==> src/rtl/core/ile_pkg.sv <==
// ----------------------------------------------------------------------------
// ile_pkg
// types and constants shared by the indexed list engine
// ----------------------------------------------------------------------------
package ile_pkg;

	localparam int CMD_W      = 3;
	localparam int POS_W      = 4;
	localparam int DATA_W     = 32;
	localparam int CNT_OUT_W  = 5;
	localparam int S_TDATA_W  = 40;
	localparam int M_TDATA_W  = 48;

	typedef enum logic [CMD_W-1:0] {
		CMD_GET          = 3'd0,
		CMD_SET          = 3'd1,
		CMD_INSERT       = 3'd2,
		CMD_REMOVE_AT    = 3'd3,
		CMD_APPEND       = 3'd4,
		CMD_REMOVE_VALUE = 3'd5,
		CMD_INDEX_OF     = 3'd6,
		CMD_CLEAR        = 3'd7
	} cmd_t;

	typedef enum logic [1:0] {
		ST_OK       = 2'd0,
		ST_RANGE    = 2'd1,
		ST_FULL     = 2'd2,
		ST_NOTFOUND = 2'd3
	} status_t;

	typedef enum logic [2:0] {
		FSM_IDLE,
		FSM_START,
		FSM_GET_WAIT,
		FSM_SEARCH,
		FSM_SHIFT_DN,
		FSM_SHIFT_UP,
		FSM_INS_WRITE,
		FSM_FINISH
	} fsm_state_t;

	typedef struct packed {
		cmd_t              command;
		logic [POS_W-1:0]  position;
		logic [DATA_W-1:0] entry_value;
	} cmd_req_t;

	typedef struct packed {
		logic [DATA_W-1:0]    read_value;
		logic [POS_W-1:0]     found_position;
		logic                 found;
		logic [CNT_OUT_W-1:0] count;
		logic                 empty_res;
		status_t              status;
	} res_t;

endpackage

==> src/rtl/core/ile_ram.sv <==
// ----------------------------------------------------------------------------
// ile_ram
// generic simple dual-port ram, one write port, one registered read port
// ----------------------------------------------------------------------------
module ile_ram #(
	parameter int WIDTH = 32,
	parameter int DEPTH = 16
) (
	input  logic                     clk,
	input  logic                     we,
	input  logic [$clog2(DEPTH)-1:0] waddr,
	input  logic [WIDTH-1:0]         wdata,
	input  logic [$clog2(DEPTH)-1:0] raddr,
	output logic [WIDTH-1:0]         rdata
);

	logic [WIDTH-1:0] mem [DEPTH];

	always_ff @(posedge clk) begin
		if (we) begin
			mem[waddr] <= wdata;
		end
		rdata <= mem[raddr];
	end

endmodule

==> src/rtl/core/ile_ctrl.sv <==
// ----------------------------------------------------------------------------
// ile_ctrl
// command sequencer: live count, scans and shifts over the entry ram
// ----------------------------------------------------------------------------
module ile_ctrl #(
	parameter int CAPACITY    = 16,
	parameter int VALUE_WIDTH = 32
) (
	input  logic                        clk,
	input  logic                        arst_n,
	input  logic                        cmd_valid,
	output logic                        cmd_ready,
	input  ile_pkg::cmd_req_t           req,
	output logic                        res_valid,
	input  logic                        res_ready,
	output ile_pkg::res_t               res,
	output logic                        we,
	output logic [$clog2(CAPACITY)-1:0] waddr,
	output logic [VALUE_WIDTH-1:0]      wdata,
	output logic [$clog2(CAPACITY)-1:0] raddr,
	input  logic [VALUE_WIDTH-1:0]      rdata
);

	import ile_pkg::*;

	localparam int AW = $clog2(CAPACITY);
	localparam int CW = $clog2(CAPACITY + 1);
	localparam int PW = (CW > POS_W) ? CW : POS_W;

	fsm_state_t             state_q, state_d;
	cmd_t                   cmd_q, cmd_d;
	logic [POS_W-1:0]       pos_q, pos_d;
	logic [VALUE_WIDTH-1:0] val_q, val_d;
	logic [CW-1:0]          cnt_q, cnt_d;
	logic [AW-1:0]          idx_q, idx_d;
	logic                   rv_s1, issue;
	logic [AW-1:0]          ridx_s1;
	logic [DATA_W-1:0]      rd_q, rd_d;
	logic [POS_W-1:0]       fpos_q, fpos_d;
	logic                   fnd_q, fnd_d;
	status_t                st_q, st_d;

	logic          inrange, full, idx_lt_cnt;
	logic [AW-1:0] pos_addr, cnt_m1;

	assign inrange    = PW'(pos_q) < PW'(cnt_q);
	assign full       = cnt_q == CW'(CAPACITY);
	assign idx_lt_cnt = CW'(idx_q) < cnt_q;
	assign pos_addr   = AW'(pos_q);
	assign cnt_m1     = AW'(cnt_q - CW'(1));

	always_comb begin
		state_d   = state_q;
		cmd_d     = cmd_q;
		pos_d     = pos_q;
		val_d     = val_q;
		cnt_d     = cnt_q;
		idx_d     = idx_q;
		rd_d      = rd_q;
		fpos_d    = fpos_q;
		fnd_d     = fnd_q;
		st_d      = st_q;
		issue     = 1'b0;
		raddr     = idx_q;
		we        = 1'b0;
		waddr     = '0;
		wdata     = rdata;
		cmd_ready = 1'b0;
		res_valid = 1'b0;
		unique case (state_q)
			FSM_IDLE: begin
				cmd_ready = 1'b1;
				if (cmd_valid) begin
					cmd_d   = req.command;
					pos_d   = req.position;
					val_d   = VALUE_WIDTH'(req.entry_value);
					state_d = FSM_START;
				end
			end
			FSM_START: begin
				rd_d    = '0;
				fpos_d  = '0;
				fnd_d   = 1'b0;
				st_d    = ST_OK;
				state_d = FSM_FINISH;
				unique case (cmd_q) inside
					CMD_GET: begin
						if (inrange) begin
							raddr   = pos_addr;
							state_d = FSM_GET_WAIT;
						end else begin
							st_d = ST_RANGE;
						end
					end
					CMD_SET: begin
						if (inrange) begin
							we    = 1'b1;
							waddr = pos_addr;
							wdata = val_q;
						end else begin
							st_d = ST_RANGE;
						end
					end
					CMD_INSERT: begin
						if (!inrange) begin
							st_d = ST_RANGE;
						end else if (full) begin
							st_d = ST_FULL;
						end else begin
							idx_d   = cnt_m1;
							state_d = FSM_SHIFT_UP;
						end
					end
					CMD_REMOVE_AT: begin
						if (!inrange) begin
							st_d = ST_RANGE;
						end else if (pos_addr == cnt_m1) begin
							cnt_d = cnt_q - CW'(1);
						end else begin
							idx_d   = pos_addr + AW'(1);
							state_d = FSM_SHIFT_DN;
						end
					end
					CMD_APPEND: begin
						if (full) begin
							st_d = ST_FULL;
						end else begin
							we    = 1'b1;
							waddr = AW'(cnt_q);
							wdata = val_q;
							cnt_d = cnt_q + CW'(1);
						end
					end
					CMD_REMOVE_VALUE, CMD_INDEX_OF: begin
						if (cnt_q == '0) begin
							st_d = ST_NOTFOUND;
						end else begin
							idx_d   = '0;
							state_d = FSM_SEARCH;
						end
					end
					CMD_CLEAR: begin
						cnt_d = '0;
					end
				endcase
			end
			FSM_GET_WAIT: begin
				rd_d    = DATA_W'(rdata);
				state_d = FSM_FINISH;
			end
			FSM_SEARCH: begin
				if (rv_s1 && rdata == val_q) begin
					fnd_d  = 1'b1;
					fpos_d = POS_W'(ridx_s1);
					if (cmd_q != CMD_REMOVE_VALUE) begin
						state_d = FSM_FINISH;
					end else if (ridx_s1 == cnt_m1) begin
						cnt_d   = cnt_q - CW'(1);
						state_d = FSM_FINISH;
					end else begin
						idx_d   = ridx_s1 + AW'(1);
						state_d = FSM_SHIFT_DN;
					end
				end else if (rv_s1 && ridx_s1 == cnt_m1) begin
					st_d    = ST_NOTFOUND;
					state_d = FSM_FINISH;
				end else if (idx_lt_cnt) begin
					issue = 1'b1;
					idx_d = idx_q + AW'(1);
				end
			end
			FSM_SHIFT_DN: begin
				// entry i+1 read last cycle lands in entry i
				if (rv_s1) begin
					we    = 1'b1;
					waddr = ridx_s1 - AW'(1);
				end
				if (rv_s1 && ridx_s1 == cnt_m1) begin
					cnt_d   = cnt_q - CW'(1);
					state_d = FSM_FINISH;
				end else if (idx_lt_cnt) begin
					issue = 1'b1;
					idx_d = idx_q + AW'(1);
				end
			end
			FSM_SHIFT_UP: begin
				// walk down from the top, entry i lands in entry i+1
				if (rv_s1) begin
					we    = 1'b1;
					waddr = ridx_s1 + AW'(1);
				end
				if (rv_s1 && ridx_s1 == pos_addr) begin
					state_d = FSM_INS_WRITE;
				end else if (idx_q >= pos_addr) begin
					issue = 1'b1;
					idx_d = idx_q - AW'(1);
				end
			end
			FSM_INS_WRITE: begin
				we      = 1'b1;
				waddr   = pos_addr;
				wdata   = val_q;
				cnt_d   = cnt_q + CW'(1);
				state_d = FSM_FINISH;
			end
			FSM_FINISH: begin
				if (res_ready) begin
					res_valid = 1'b1;
					state_d   = FSM_IDLE;
				end
			end
		endcase
	end

	always_ff @(posedge clk or negedge arst_n) begin
		if (!arst_n) begin
			state_q <= FSM_IDLE;
			cnt_q   <= '0;
			rv_s1   <= 1'b0;
		end else begin
			state_q <= state_d;
			cnt_q   <= cnt_d;
			rv_s1   <= issue;
		end
	end

	always_ff @(posedge clk) begin
		cmd_q   <= cmd_d;
		pos_q   <= pos_d;
		val_q   <= val_d;
		idx_q   <= idx_d;
		ridx_s1 <= raddr;
		rd_q    <= rd_d;
		fpos_q  <= fpos_d;
		fnd_q   <= fnd_d;
		st_q    <= st_d;
	end

	assign res.read_value     = rd_q;
	assign res.found_position = fpos_q;
	assign res.found          = fnd_q;
	assign res.count          = CNT_OUT_W'(cnt_q);
	assign res.empty_res      = cnt_q == '0;
	assign res.status         = st_q;

endmodule

==> src/rtl/core/indexed_list_engine.sv <==
// ----------------------------------------------------------------------------
// indexed_list_engine
// ordered list of up to CAPACITY values with get, set, insert, remove,
// append, search and clear commands over one entry ram
// ----------------------------------------------------------------------------
//  channel | direction | transaction
//  s_*     | in        | one command: command, position, entry_value
//  m_*     | out       | one result per command: value, search result, count,
//          |           | empty flag and status
//
//  set, append, clear, refused commands and a remove of the last entry
//  finish without a scan of the entry ram; get waits on one ram read;
//  insert moves the entries from the top down to its position, remove_at
//  the entries behind its position; a search compares entries from the
//  first until a match or the last, and a remove_value that closes a gap
//  then moves the entries behind the match; the single read port of the
//  entry ram paces every scan at one entry a cycle
//  reset clears the count and the output valid flag at once; the entry ram has
//  no reset, since only entries below the count are ever read
//  a new command is taken while the last result still waits on m_tready; the
//  sequencer then holds its result until the output register frees up
// ----------------------------------------------------------------------------
module indexed_list_engine #(
	parameter int CAPACITY    = 16,
	parameter int VALUE_WIDTH = 32
) (
	input  logic                           clk,
	input  logic                           arst_n,
	input  logic                           s_tvalid,
	output logic                           s_tready,
	// command [2:0], position [6:3], entry_value [38:7], zero [39]
	input  logic [ile_pkg::S_TDATA_W-1:0]  s_tdata,
	output logic                           m_tvalid,
	input  logic                           m_tready,
	// read_value [31:0], found_position [35:32], found [36], count [41:37],
	// empty_res [42], status [44:43], zero [47:45]
	output logic [ile_pkg::M_TDATA_W-1:0]  m_tdata
);

	import ile_pkg::*;

	localparam int AW = $clog2(CAPACITY);

	cmd_req_t               req;
	res_t                   res, res_q;
	logic                   res_valid, res_ready, m_tvalid_q;
	logic                   ram_we;
	logic [AW-1:0]          ram_waddr, ram_raddr;
	logic [VALUE_WIDTH-1:0] ram_wdata, ram_rdata;

	// unpack the command transaction
	assign req.command     = cmd_t'(s_tdata[2:0]);
	assign req.position    = s_tdata[6:3];
	assign req.entry_value = s_tdata[38:7];

	// output register can take a result when empty or draining this cycle
	assign res_ready = !m_tvalid_q || m_tready;

	ile_ctrl #(
		.CAPACITY    (CAPACITY),
		.VALUE_WIDTH (VALUE_WIDTH)
	) u_ctrl (
		.clk       (clk),
		.arst_n    (arst_n),
		.cmd_valid (s_tvalid),
		.cmd_ready (s_tready),
		.req       (req),
		.res_valid (res_valid),
		.res_ready (res_ready),
		.res       (res),
		.we        (ram_we),
		.waddr     (ram_waddr),
		.wdata     (ram_wdata),
		.raddr     (ram_raddr),
		.rdata     (ram_rdata)
	);

	// entry store, one write and one read a cycle
	ile_ram #(
		.WIDTH (VALUE_WIDTH),
		.DEPTH (CAPACITY)
	) u_entries (
		.clk   (clk),
		.we    (ram_we),
		.waddr (ram_waddr),
		.wdata (ram_wdata),
		.raddr (ram_raddr),
		.rdata (ram_rdata)
	);

	// result output register
	always_ff @(posedge clk or negedge arst_n) begin
		if (!arst_n) begin
			m_tvalid_q <= 1'b0;
		end else if (res_valid) begin
			m_tvalid_q <= 1'b1;
		end else if (m_tready) begin
			m_tvalid_q <= 1'b0;
		end
	end

	always_ff @(posedge clk) begin
		if (res_valid) begin
			res_q <= res;
		end
	end

	assign m_tvalid = m_tvalid_q;
	assign m_tdata  = {3'b000, res_q.status, res_q.empty_res, res_q.count,
		res_q.found, res_q.found_position, res_q.read_value};

endmodule

==> config.mk <==
export PLATFORM = sky130hd
export DESIGN_NAME = indexed_list_engine
export DESIGN_NICKNAME = d
export VERILOG_FILES = /design/src/rtl/core/ile_pkg.sv /design/src/rtl/core/ile_ram.sv /design/src/rtl/core/ile_ctrl.sv /design/src/rtl/core/indexed_list_engine.sv
export SDC_FILE = /design/constraint.sdc
export NUM_CORES = 1
export LEC_CHECK = 0
export BUFFER_PORTS_ARGS = -buffer_cell sky130_fd_sc_hd__buf_2
export CORE_MARGIN = 5
export CORE_UTILIZATION = 45
export DETAILED_ROUTE_END_ITERATION = 8
export GPL_TIMING_DRIVEN = 0
export PLACE_DENSITY_LB_ADDON = 0.3
export SYNTH_ARGS = -nofsm -noshare
export SYNTH_HDL_FRONTEND = slang
export SYNTH_SLANG_ARGS = --single-unit
==> constraint.sdc <==
create_clock -name clk -period 9.4 [get_ports clk]
set_input_delay 0.47 -clock clk [delete_from_list [all_inputs] [get_ports clk]]
set_output_delay 0.47 -clock clk [all_outputs]
set_load 0.02 [all_outputs]
* Yosys cells after proc, flatten, opt, wreduce, memory -nomap -nowiden
Memories as Yosys holds them, arrays and structs flattened. A register that Yosys moved wholly into a read port is not among the register bits.
Cells that the tools add are included.
** Word-level totals
- Memories :: 1
- Input port bits :: 44
- Memory bits (writable) :: 512
- Output and inout bits :: 50
- Logic and storage cells :: 177
- Register bits :: 141
** Memory list
- u_entries.mem :: words 16, width 32, rd ports 1, clocked after memory_dff 1, wr ports 1, RTL line ile_ram.sv:17 : logic [WIDTH-1:0] mem [DEPTH];
** Operators by class
- Multiplexer cells :: 82
- $lt $le $gt $ge :: 3
- Add/sub/neg operators :: 7
- Equal/unequal tests :: 42
- Reduce and logical (&&, ||, !) cells :: 23
** Operators with widths (number)
- case mux 32 bit (2 select lines) :: 3
- two-way mux 4 bit :: 20
- two-way mux 32 bit :: 2
- two-way mux 5 bit :: 7
- equality test 32 bit :: 1
- case mux 4 bit (4 select lines) :: 2
- two-way mux 3 bit :: 10
- equality test 3 bit (second input constant) :: 8
- != test 3 bit (second input constant) :: 8
- case mux 3 bit (7 select lines) :: 1
- case mux 5 bit (4 select lines) :: 1
- two-way mux 1 bit :: 17
- two-way mux 2 bit :: 8
- case mux 4 bit (2 select lines) :: 2
- case mux 5 bit (3 select lines) :: 1
- adder 4 x 1 -> 4 bit (second input constant) :: 3
- equality test 3 x 2 -> 1 bit (second input constant) :: 4
- equality test 4 bit :: 3
- != test 2 x 1 -> 1 bit (second input constant) :: 6
- case mux 3 bit (4 select lines) :: 1
- case mux 4 bit (3 select lines) :: 1
- AND reduction 11 bit :: 1
- < comparator 4 x 5 -> 1 bit :: 2
- != test 2 bit (second input constant) :: 5
- 24 further kinds :: 40

* Depth between registers and ports, before layout
Gate-level depths: netlist of run 1.
- Word-level depth :: 6
- Gate-level depth with buffers :: 14
- Gate-level depth less buffers :: 10

* By module
Synthesis of run 1 repeated with hierarchy kept, for this count alone.
** Second synthesis, totals
- Cells, all modules :: 1435
- Area, all modules :: 27268.7 um^2
** By module, submodules not included
- ile_ram :: cells an instance 838, area each 19835.3 um^2, times used 1, sequential area each 16015.4 um^2
- ile_ctrl :: cells an instance 545, area each 6008.3 um^2, times used 1, sequential area each 2767.7 um^2
- indexed_list_engine :: cells an instance 52, area each 1425.1 um^2, times used 1, sequential area each 1376.3 um^2

* Worst setup path after synthesis of run 1
No wires, ideal clock.
- Path kind :: register -> register
- Start point :: register u_ctrl.cnt_q[2]
- End point :: memory u_entries.mem[0][0], enable pin
- Slack :: 4771 ps
- Cell stages (with the launch flop) :: 12
- Data required time :: 8975 ps
- Arrival time :: 4204 ps
- Buffers on the path :: 2
- Period minus slack after synthesis :: 4629 ps
- Cells stage by stage :: dfrtp_1 clkbuf_1 inv_1 ha_1 nand3b_1 o21ba_2 clkbuf_1 nor3_1 a21oi_1 a2bb2oi_1 a211oi_1 nor2b_1
** Between the ends
- Cells in the longest elaborated chain, start to end :: 6
- Elaborated cells between the ends (all ways) :: 12
** RTL lines
- start: declaration :: RTL line ile_ctrl.sv:34 : logic [CW-1:0] cnt_q, cnt_d;
- start signal: assignment :: RTL line ile_ctrl.sv:222 : cnt_q <= cnt_d;
- < comparator 4 x 5 -> 1 bit or equality test 5 bit (tied branches) :: RTL line ile_ctrl.sv:46, ile_ctrl.sv:47
- two-way mux 1 bit (on tied branches) :: RTL line ile_ctrl.sv:96, ile_ctrl.sv:125
- case mux 1 bit (2 select lines) :: RTL line ile_ctrl.sv:86 : unique case (cmd_q) inside
- case mux 1 bit (3 select lines) :: RTL line ile_ctrl.sv:70 : unique case (state_q)
- two-way mux 1 bit :: RTL line ile_ram.sv:20 : if (we) begin
- two-way mux 1 bit (implied by the code) :: RTL line ile_ram.sv:21 : mem[waddr] <= wdata;
- end: declaration :: RTL line ile_ram.sv:17
Several ways; a longest one is shown, not always the timed one.

* Worst setup path in the final report of run 1
- Start point :: register u_ctrl.cnt_q[2]
- End point :: memory u_entries.mem[2][10], enable pin
The elaborated chain is that of the path after synthesis.

==> flow_summary.yaml, run 1 <==
outcome:
  status: "completed"
routing:
  drt.antenna.violating_nets: 0
  wl_per_cell_um: 27.26
  first_pass_iters: 5
  routed_wl_mm: 85.79
  vias_per_cell: 6.314
  remaining_drc_errors: 0
  vias: 19870
  drt_iter0_drc: 3064
floorplanning:
  fp.dieArea_mm2: 0.06913
  die_y_um: 262.9
  fp-row-count: 92
  initial_core_util_pct: 45.55
  io_pins: 94
  coreArea_mm2: 0.06320
  die_width_um: 262.9
global_route:
  grt_usage_pct: 23.99
  grt_max_degree: 37
  grt-ovfl-total: 0
  grt_first_pass_wirelength_mm: 125.9
  grt_pass1_vias: 19390
  antenna_found_initial: 2
synth:
  synth-seq-area-share_pct: 70.03
  post_synth.cell_area_avg_um2: 13.94
  synth_edf_count: 639
  synth_top_cell_area_share_pct: 66.66
  synth.most_common_cell: "edfxtp_1"
  synth_cells: 2065
  netlist_area_mm2: 0.02879
  synthDistinctLibCells: 68
  synth_common_cells: "edfxtp_1 (639), nand3_1 (204), o21ai_0 (204), a32oi_1 (134), clkbuf_1 (128)"
  yosys_warnings: 0
  synthArstFlopShare_pct: 1.460
  yosys.area.top_type: "edfxtp_1"
  yosys-top-cells-area: "edfxtp_1 (67%), a32oi_1 (4.1%), nand3_1 (3.5%)"
  synthFlopType: "edfxtp_1"
  ys_ff_latch: 685
final_layout:
  diodes: 0
  layout.cells.non_filler: 3147
  synthToLayoutAreaGrowth_pct: 14.78
  drive_gt1_share_pct: 14.04
  nets: 2311
  fillers: 5095
power_and_ir_drop:
  combPwrFrac_pct: 38.4
  p_int_mw: 7.125
  p_seq_share_pct: 38.5
  ir_worst_vdd_mv: 0.1597
  p_leak_nw: 10.76
  p_per_area_mw_per_mm2: 353.8
  switchingPower_mw: 4.567
  swShare_pct: 39.06
  clockPowerShare_pct: 23.1
setup_path:
  crit_path_start: "u_ctrl.cnt_q[2]$_DFFE_PN0P_"
  start_kind: "flop"
  setup.worst_path.end_class: "flop"
  critical_path_arrival_ps: 5440
  critPathCapture: "u_entries.mem[2][10]$_DFFE_PP_"
  cp_max_fo: 22
  r2r_cells: 12
  reg2reg_setup_slack_ps: 4260
  crit_required_ps: 9690
  reg2reg_to: "u_entries.mem[2][10]$_DFFE_PP_"
  criticalPathCategory: "flop to flop"
  timing.rr.start: "u_ctrl.cnt_q[2]$_DFFE_PN0P_"
timing:
  skew_ps: 20.65
  rsz0062_at_grt: "no"
  slew_violations: 0
  min_period_over_period_pct: 54.70
  setup_viol: 0
  fmax_mhz: 194.5
  hold_viol: 0
  max-slew-margin-rel_pct: 15.14
  worstMarginPinSlew_ps: 1270
  timing.hold.ws_ps: 39.88
  period_minus_slack_ps: 5142
  fin_tns_setup_ps: 0
place:
  dp_hpwl_mm: 60.32
  port_buffers: 89
  gp_congestion: 0.8864
  dp_cells: 3020
cts:
  clock-sinks: 685
  path_clk_slew_ps: 60
  cts_tree: "built"
  clk_path_buf_depth: 3
  cts_setup_buffers: 0
  worstSkewPairLatency_ps: 610
  root_buffer: "clkbuf_16"
  numCtsBuffers: 70
  htreeDepth: 3
worst_hold_path:
  hold_class: "input port to flop"
job:
  max_cap_viol_count: 0
power by group through the flow:
| stage | clock network [mW] | logic (mW) | registers, mW |
|---|---|---|---|
| after floorplan | 0 | 2.61 | 4.54 |
| after CTS | 2.73 | 4.35 | 4.50 |
| after detailed placement | 0 | 4.33 | 4.56 |
| final | 2.70 | 4.49 | 4.51 |
| after global routing | 2.85 | 4.74 | 4.55 |
| after global placement | 0 | 4.17 | 4.57 |
flip-flops by register name, summed over array words and instances, names as in the netlist:
signal	cells
m_tvalid	1
u_ctrl.pos_addr	4
u_ctrl.fnd_q	1
u_ctrl.ridx_s1	4
u_ctrl.idx_q	4
u_ctrl.rd_q	32
u_ctrl.state_q	3
u_ctrl.st_q	2
u_ctrl.fpos_q	4
u_ctrl.cnt_q	5
u_entries.rdata	32
u_ctrl.cmd_q	3
u_entries.mem	512
m_tdata	45
u_ctrl.rv_s1	1
u_ctrl.val_q	32
cells in the final DEF, fill, tap and decap left out, types with 15 or more instances in the layout:
master	Yosys	layout
dfxtp_1	36	36
a211oi_1	41	41
and3_1	36	36
buf_2	34	123
clkbuf_1	128	149
inv_1	23	23
a22oi_1	34	34
a32oi_1	134	134
edfxtp_1	639	639
and2_1	37	36
ha_1	20	20
clkinv_1	2	18
nand3_1	204	204
clkbuf_16	0	71
nand2_1	87	87
o211ai_1	20	20
o21ai_0	204	204
a21oi_1	21	21
xor2_1	38	38
nor2_1	42	29
a31oi_1	38	38
nor3_1	15	15
xnor2_1	18	18
mux2_2	35	35
a311o_1	33	33
cells by family (layout without fill, tap and decap cells):
family / after synthesis / in the layout / synth area share, %
compound gates: 586 / 586 / 14.41
xor+xnor: 59 / 59 / 1.943
fa+ha+maj: 20 / 20 / 0.8693
buf+inv: 208 / 442 / 3.055
flops: 685 / 685 / 70.03
mux: 35 / 35 / 1.369
other cells: 1 / 3 / 0.01303
simple gates: 471 / 471 / 8.310
metrics by stage:
| stage | instance area (um^2) | worst slack, ps | total power, mW | utilization (%) |
|---|---|---|---|---|
| 2_1_floorplan | 28800 | 4771 | 7.149 | - |
| 3_3_place_gp | 30300 | 2191 | 8.735 | 47.94 |
| 3_5_place_dp | 30850 | 4430 | 8.892 | 48.81 |
| 4_1_cts | 33040 | 4402 | 11.58 | 52.28 |
| 5_1_grt | 33040 | 4073 | 12.13 | 52.28 |
| 6_report | 33040 | 4258 | 11.69 | 52.28 |
worst max-delay path, stage by stage (launching register included):
cell and delay [ps]:
dfrtp_1 350, clkbuf_1 410, inv_1 200, ha_1 330
nand3b_1 100, o21ba_2 160, clkbuf_1 260, nor3_1 1050
a21oi_1 210, a2bb2oi_1 280, a211oi_1 520, nor2b_4 650
buf_12 270
how the worst min path moves through the flow:
stage	startpoint	cells after the start	to
2_1_floorplan	arst_n	0	m_tvalid$_DFFE_PN0P_
3_3_place_gp	arst_n	1	u_ctrl.cnt_q[0]$_DFFE_PN0P_
3_5_place_dp	arst_n	1	u_ctrl.cnt_q[1]$_DFFE_PN0P_
4_1_cts	s_tdata[0]	1	u_ctrl.cmd_q[0]$_DFFE_PP_
5_1_grt	s_tdata[20]	1	u_ctrl.val_q[13]$_DFFE_PP_
6_report	s_tdata[14]	1	u_ctrl.val_q[7]$_DFFE_PP_
area by class of cell:
type	count	area, um^2	share of cell area [%]
flip-flops and latches	685	20160	61.01
multi-input cells	1174	7885	23.86
clock buffers	95	1897	5.741
well taps	846	1059	3.204
repair buffers	108	875.8	2.651
plain buffers	183	785.8	2.378
clock inverters	31	286.5	0.8672
inverters	25	93.84	0.2840
per-layer routing:
metal	part of all wire, %	GRT usage, %	vias up	wire length (um)
met5	0.015	0	-	13
met4	3.9	9.686	2	3346
met3	12	5.842	194	10510
met2	45	36.37	1310	38340
met1	39	33.60	9785	33580
li1	-	-	8579	-
what timing repair did:
action,in CTS,in global routing
gates resized for setup,0,0
hold endpoints to repair,10,0
setup endpoints to repair,0,0
hold buffers,1,0
Power figures use the tool's default switching activity.
==> inputs of run 2 (changes only) <==
Clock period 9.4 ns to 5 ns, I/O delays scaled along.
==> run 2 against run 1 <==
  * Sequential share of layout area fell by 0.76 points
  * Largest cell class unchanged
  * Critical path type unchanged
  * Register-to-register slack got worse by 4000 ps
  * Final cell count increased by 1.3%
==> flow_summary.yaml, run 2 (synthesis results as in run 1) <==
outcome:
  status: "completed"
global_route:
  antenna_found_initial: 2
  grt-ovfl-total: 0
  grt_usage_pct: 24.12
  grt_max_degree: 37
  grt_pass1_vias: 19630
  grt_first_pass_wirelength_mm: 126.8
power_and_ir_drop:
  p_seq_share_pct: 38.5
  p_leak_nw: 10.93
  p_per_area_mw_per_mm2: 658.3
  switchingPower_mw: 8.611
  combPwrFrac_pct: 38.5
  ir_worst_vdd_mv: 0.3032
  swShare_pct: 39.09
  total_power_mw: 22.03
  clockPowerShare_pct: 23.0
  p_int_mw: 13.42
setup_path:
  reg2reg_to: "u_entries.mem[2][10]$_DFFE_PP_"
  timing.rr.start: "u_ctrl.cnt_q[2]$_DFFE_PN0P_"
  critical_path_arrival_ps: 5050
  cp_max_fo: 22
  reg2reg_setup_slack_ps: 250
  r2r_cells: 12
  setup.worst_path.end_class: "flop"
  crit_path_start: "u_ctrl.cnt_q[2]$_DFFE_PN0P_"
  crit_required_ps: 5300
  critPathCapture: "u_entries.mem[2][10]$_DFFE_PP_"
  start_kind: "flop"
  criticalPathCategory: "flop to flop"
job:
  max_cap_viol_count: 0
timing:
  period_minus_slack_ps: 4754
  worstMarginPinSlew_ps: 1251
  hold_viol: 0
  max-slew-margin-rel_pct: 16.40
  slew_violations: 0
  min_period_over_period_pct: 95.08
  setup_viol: 0
  fmax_mhz: 210.4
  skew_ps: 23.08
  rsz0062_at_grt: "no"
routing:
  vias_per_cell: 6.324
  wl_per_cell_um: 27.06
  vias: 20160
  remaining_drc_errors: 0
  first_pass_iters: 5
  drt.antenna.violating_nets: 0
  drt_iter0_drc: 3056
  routed_wl_mm: 86.24
floorplanning:
  fp-row-count: 92
  io_pins: 94
  die_y_um: 262.9
  coreArea_mm2: 0.06320
  initial_core_util_pct: 45.55
  fp.dieArea_mm2: 0.06913
  die_width_um: 262.9
place:
  dp_hpwl_mm: 60.32
  port_buffers: 89
  dpl-instance-area_mm2: 0.03085
  gp_congestion: 0.8864
final_layout:
  final_common_cell: "edfxtp_1"
  fillers: 5052
  drive_gt1_share_pct: 14.01
  stdcell_area_mm2: 0.03346
  top_register: "u_entries.mem"
  seqCellArea_mm2: 0.02016
  largest_reg_flops: 512
  synthToLayoutAreaGrowth_pct: 16.23
  diodes: 0
  multiInputGateArea_mm2: 0.007900
  nets: 2351
  final_cell_mix: "edfxtp_1 (639), o21ai_0 (204), nand3_1 (203), clkbuf_1 (147), a32oi_1 (134)"
cts:
  clock-sinks: 685
  htreeDepth: 3
  clk_path_buf_depth: 3
  root_buffer: "clkbuf_16"
  path_clk_slew_ps: 60
  cts_tree: "built"
  numCtsBuffers: 70
  worstSkewPairLatency_ps: 610
  cts_setup_buffers: 0
worst_hold_path:
  hold_class: "input port to flop"
run 2: layout make-up:
class                      instances  share of cell area (%)
clock inverter                    31                  0.8563
multi-input combinational       1174                   23.61
sequential                       685                   60.25
tap                              846                   3.164
inverter                          25                  0.2805
buffer                           183                   2.356
timing repair buffer             148                   3.814
clock buffer                      95                   5.669
run 2: power by group through the flow:
stage	Clock [mW]	Combinational [mW]	Sequential [mW]
after global routing	5.36	8.94	8.55
after detailed placement	0	8.14	8.58
final	5.07	8.49	8.47
after floorplan	0	4.90	8.54
after CTS	5.12	8.20	8.47
after global placement	0	7.83	8.59
run 2: stage by stage:
step / cells / TNS, ps / worst slack, ps / util, % / hold slack, ps
after global routing: 3187 / 0 / 88.26 / 52.95 / 53.89
after detailed placement: 3020 / 0 / 30.02 / 48.81 / 155.1
final: 3187 / 0 / 246.1 / 52.95 / 49.58
after global placement: 3002 / -828660 / -2209 / 47.94 / 139.2
after floorplan: 2067 / 0 / 371.3 / - / -45.59
after CTS: 3187 / 0 / 1.744 / 52.92 / 12.94
run 2: per-layer routing:
| layer | vias to the layer above | routed length [um] | global-route usage, % |
|---|---|---|---|
| met2 | 1357 | 38730 | 36.68 |
| li1 | 8656 | - | - |
| met4 | 2 | 3371 | 9.771 |
| met1 | 9958 | 33430 | 33.56 |
| met5 | - | 13 | 0 |
| met3 | 183 | 10690 | 6.039 |
run 2: worst max-delay path: stages (launching register included):
cell and delay [ps]:
dfrtp_1 350, clkbuf_1 430, inv_1 200, ha_1 330, nand3b_1 100, o21ba_2 160
clkbuf_1 260, nor3_2 670, a21oi_1 180, a2bb2oi_1 260, a211oi_1 520, nor2b_4 660
buf_12 270
run 2: worst min path at each step:
stage / from / endpoint / slack (ps) / cells after the start
global placement: arst_n / u_ctrl.cnt_q[0]$_DFFE_PN0P_ / 140 / 1
detailed placement: arst_n / u_ctrl.cnt_q[1]$_DFFE_PN0P_ / 160 / 1
floorplan: arst_n / m_tvalid$_DFFE_PN0P_ / -50 / 0
CTS: m_tready / m_tvalid$_DFFE_PN0P_ / 10 / 3
finish: m_tready / m_tvalid$_DFFE_PN0P_ / 50 / 3
global route: m_tready / m_tvalid$_DFFE_PN0P_ / 50 / 3
run 2: what timing repair did:
action | 4_1_cts | 5_1_grt
gates resized for setup | 0 | 7
endpoints found under the hold margin | 50 | 0
endpoints found under the setup margin | 0 | 424
hold buffers | 41 | 0
==> inputs of run 3 (changes only) <==
Settings changed: CORE_UTILIZATION 45 to 52.
==> run 3 against run 2 <==
  * Design area hardly changed
  * Die area is 13% lower
  * Clock power is 3% higher
  * Register-to-register slack worse by 140 ps
  * Largest cell class unchanged
  * Largest power group unchanged
==> flow_summary.yaml, run 3 (synthesis results as in run 1) <==
place:
  gp_congestion: 0.9421
  dp_hpwl_mm: 59.44
  dpl-instance-area_mm2: 0.03074
  dp_cells: 2922
  port_buffers: 89
global_route:
  grt-ovfl-total: 0
  antenna_found_initial: 4
  grt_pass1_vias: 19930
  grt_max_degree: 38
  grt_first_pass_wirelength_mm: 127.0
  grt_usage_pct: 28.01
setup_path:
  timing.rr.start: "u_ctrl.cnt_q[3]$_DFFE_PN0P_"
  critical_path.top_delay_family: "buffers and inverters"
  r2r_cells: 13
  criticalPathCategory: "flop to flop"
  worst-path-buf-inv: 5
  start_kind: "flop"
  crit_path_max_incr_delay_ps: 830
  timing.critical_path.mode_cell: "clkbuf_1"
  crit_required_ps: 5440
  critPathSlowestCell: "a211oi_1"
  cp_max_fo: 10
  critical_path_arrival_ps: 5330
  cp_cell_sequence: "clkbuf_1, inv_1, ha_1, a21oi_1, or2_1, clkbuf_1, and3_1, clkbuf_1, a211oi_1, clkbuf_1, nand3_1, a22oi_1, o211ai_1"
  reg2reg_to: "u_entries.rdata[12]$_DFF_P_"
  reg2reg_setup_slack_ps: 110
  setup.worst_path.end_class: "flop"
timing:
  min_period_over_period_pct: 97.78
  slew_violations: 0
  hold_viol: 0
  period_minus_slack_ps: 4889
  max-slew-margin-rel_pct: 16.95
  skew_ps: 25.54
  rsz0062_at_grt: "no"
  setup_viol: 0
  worstMarginPinSlew_ps: 1243
  fmax_mhz: 204.5
routing:
  vias: 20340
  vias_per_cell: 6.575
  wl_per_cell_um: 27.70
  drt.antenna.violating_nets: 0
  routed_wl_mm: 85.68
  remaining_drc_errors: 0
  first_pass_iters: 7
  drt_iter0_drc: 3063
final_layout:
  synthToLayoutAreaGrowth_pct: 16.19
  drive_gt1_share_pct: 14.12
  layout.cells.non_filler: 3093
  nets: 2352
  stdcell_area_mm2: 0.03345
  fin_util_pct: 60.83
  final_common_cell: "edfxtp_1"
  final_cell_mix: "edfxtp_1 (639), o21ai_0 (204), nand3_1 (203), clkbuf_1 (140), a32oi_1 (134)"
  diodes: 0
  largest_reg_flops: 512
  top_register: "u_entries.mem"
cts:
  root_buffer: "clkbuf_16"
  htreeDepth: 3
  path_clk_slew_ps: 60
  clk_path_buf_depth: 3
  worstSkewPairLatency_ps: 630
  numCtsBuffers: 71
  clock-sinks: 685
  cts_tree: "built"
  cts_setup_buffers: 0
job:
  max_cap_viol_count: 0
floorplanning:
  coreArea_mm2: 0.05499
  die_width_um: 245.3
  initial_core_util_pct: 52.36
  fp-row-count: 86
  io_pins: 94
  die_y_um: 245.3
  fp.dieArea_mm2: 0.06017
worst_hold_path:
  min-delay-start: "m_tready"
  min_path_cells: 3
  hold_class: "input port to flop"
  holdPathEnd: "m_tvalid$_DFFE_PN0P_"
power_and_ir_drop:
  p_per_area_mw_per_mm2: 664.5
  p_leak_nw: 10.98
  total_power_mw: 22.23
  ir_worst_vdd_mv: 0.2775
outcome:
  status: "completed"
[run 3: changes by cell type in the layout (fill, tap and decap cells not counted), moves of 2 or more]
cell / before / now
buf_16: 8 / 10
clkbuf_8: 3 / 0
clkbuf_2: 2 / 0
clkbuf_16: 71 / 73
clkinv_1: 18 / 25
clkinv_4: 0 / 2
clkinv_2: 6 / 8
buf_12: 10 / 8
clkbuf_1: 147 / 140
[run 3: layout make-up]
type                       instances  area, um^2
sequential                       685       20160
fill                            4033       21540
clock buffer                      85        1872
tap                              748       935.9
clock inverter                    45       415.4
inverter                          25       93.84
multi-input combinational       1174        7895
timing repair buffer             148        1291
buffer                           183       785.8
[run 3: timing repair]
item | CTS | global route
endpoints found under the setup margin | 0 | 315
endpoints found under the hold margin | 50 | 0
hold buffers | 41 | 0
gates resized for setup | 0 | 2
[run 3: worst max-delay path by stage]
| stage | start | end | slack [ps] | cells past startpoint |
|---|---|---|---|---|
| floorplan | u_ctrl.cnt_q[2]$_DFFE_PN0P_ | u_entries.mem[0][0]$_DFFE_PP_ | 370 | 11 |
| CTS | u_ctrl.cnt_q[2]$_DFFE_PN0P_ | u_entries.mem[15][31]$_DFFE_PP_ | 90 | 12 |
| detailed placement | u_ctrl.cnt_q[2]$_DFFE_PN0P_ | u_entries.mem[15][6]$_DFFE_PP_ | 100 | 12 |
| global route | u_ctrl.cnt_q[3]$_DFFE_PN0P_ | u_entries.rdata[12]$_DFF_P_ | 4 | 13 |
| finish | u_ctrl.cnt_q[3]$_DFFE_PN0P_ | u_entries.rdata[12]$_DFF_P_ | 110 | 13 |
| global placement | u_ctrl.cnt_q[2]$_DFFE_PN0P_ | u_entries.mem[2][7]$_DFFE_PP_ | -1990 | 11 |
[run 3: per-layer routing]
metal	track usage (%)	vias up	routed length [um]
met5	0	-	0
met4	9.257	0	2617
met3	7.185	175	11110
met2	43.51	1469	39270
met1	39.13	10040	32690
li1	-	8655	-
[run 3: worst reg2reg max path, stage by stage, from the launching register on]
cell	delay [ps]
dfrtp_1	340
clkbuf_1	410
inv_1	180
ha_1	340
a21oi_1	80
or2_1	200
clkbuf_1	210
and3_1	350
clkbuf_1	370
a211oi_1	840
clkbuf_1	680
nand3_1	190
a22oi_1	350
o211ai_1	190
[run 3: report_power, final]
| part | switching [mW] | total, mW | leakage, nW | internal [mW] |
|---|---|---|---|---|
| combinational | 6.13 | 8.53 | 3.64 | 2.40 |
| clock | 2.23 | 5.23 | 1.11 | 3.00 |
| sequential | 0.377 | 8.47 | 6.23 | 8.09 |
[run 3: metrics by stage]
stage	setup slack [ps]	hold slack, ps	setup TNS, ps
2_1_floorplan	371.3	-45.59	0
3_3_place_gp	-1988	134.7	-759710
3_5_place_dp	95.95	149.0	0
4_1_cts	94.73	3.088	0
5_1_grt	3.774	11.71	0
6_report	110.9	24.13	0
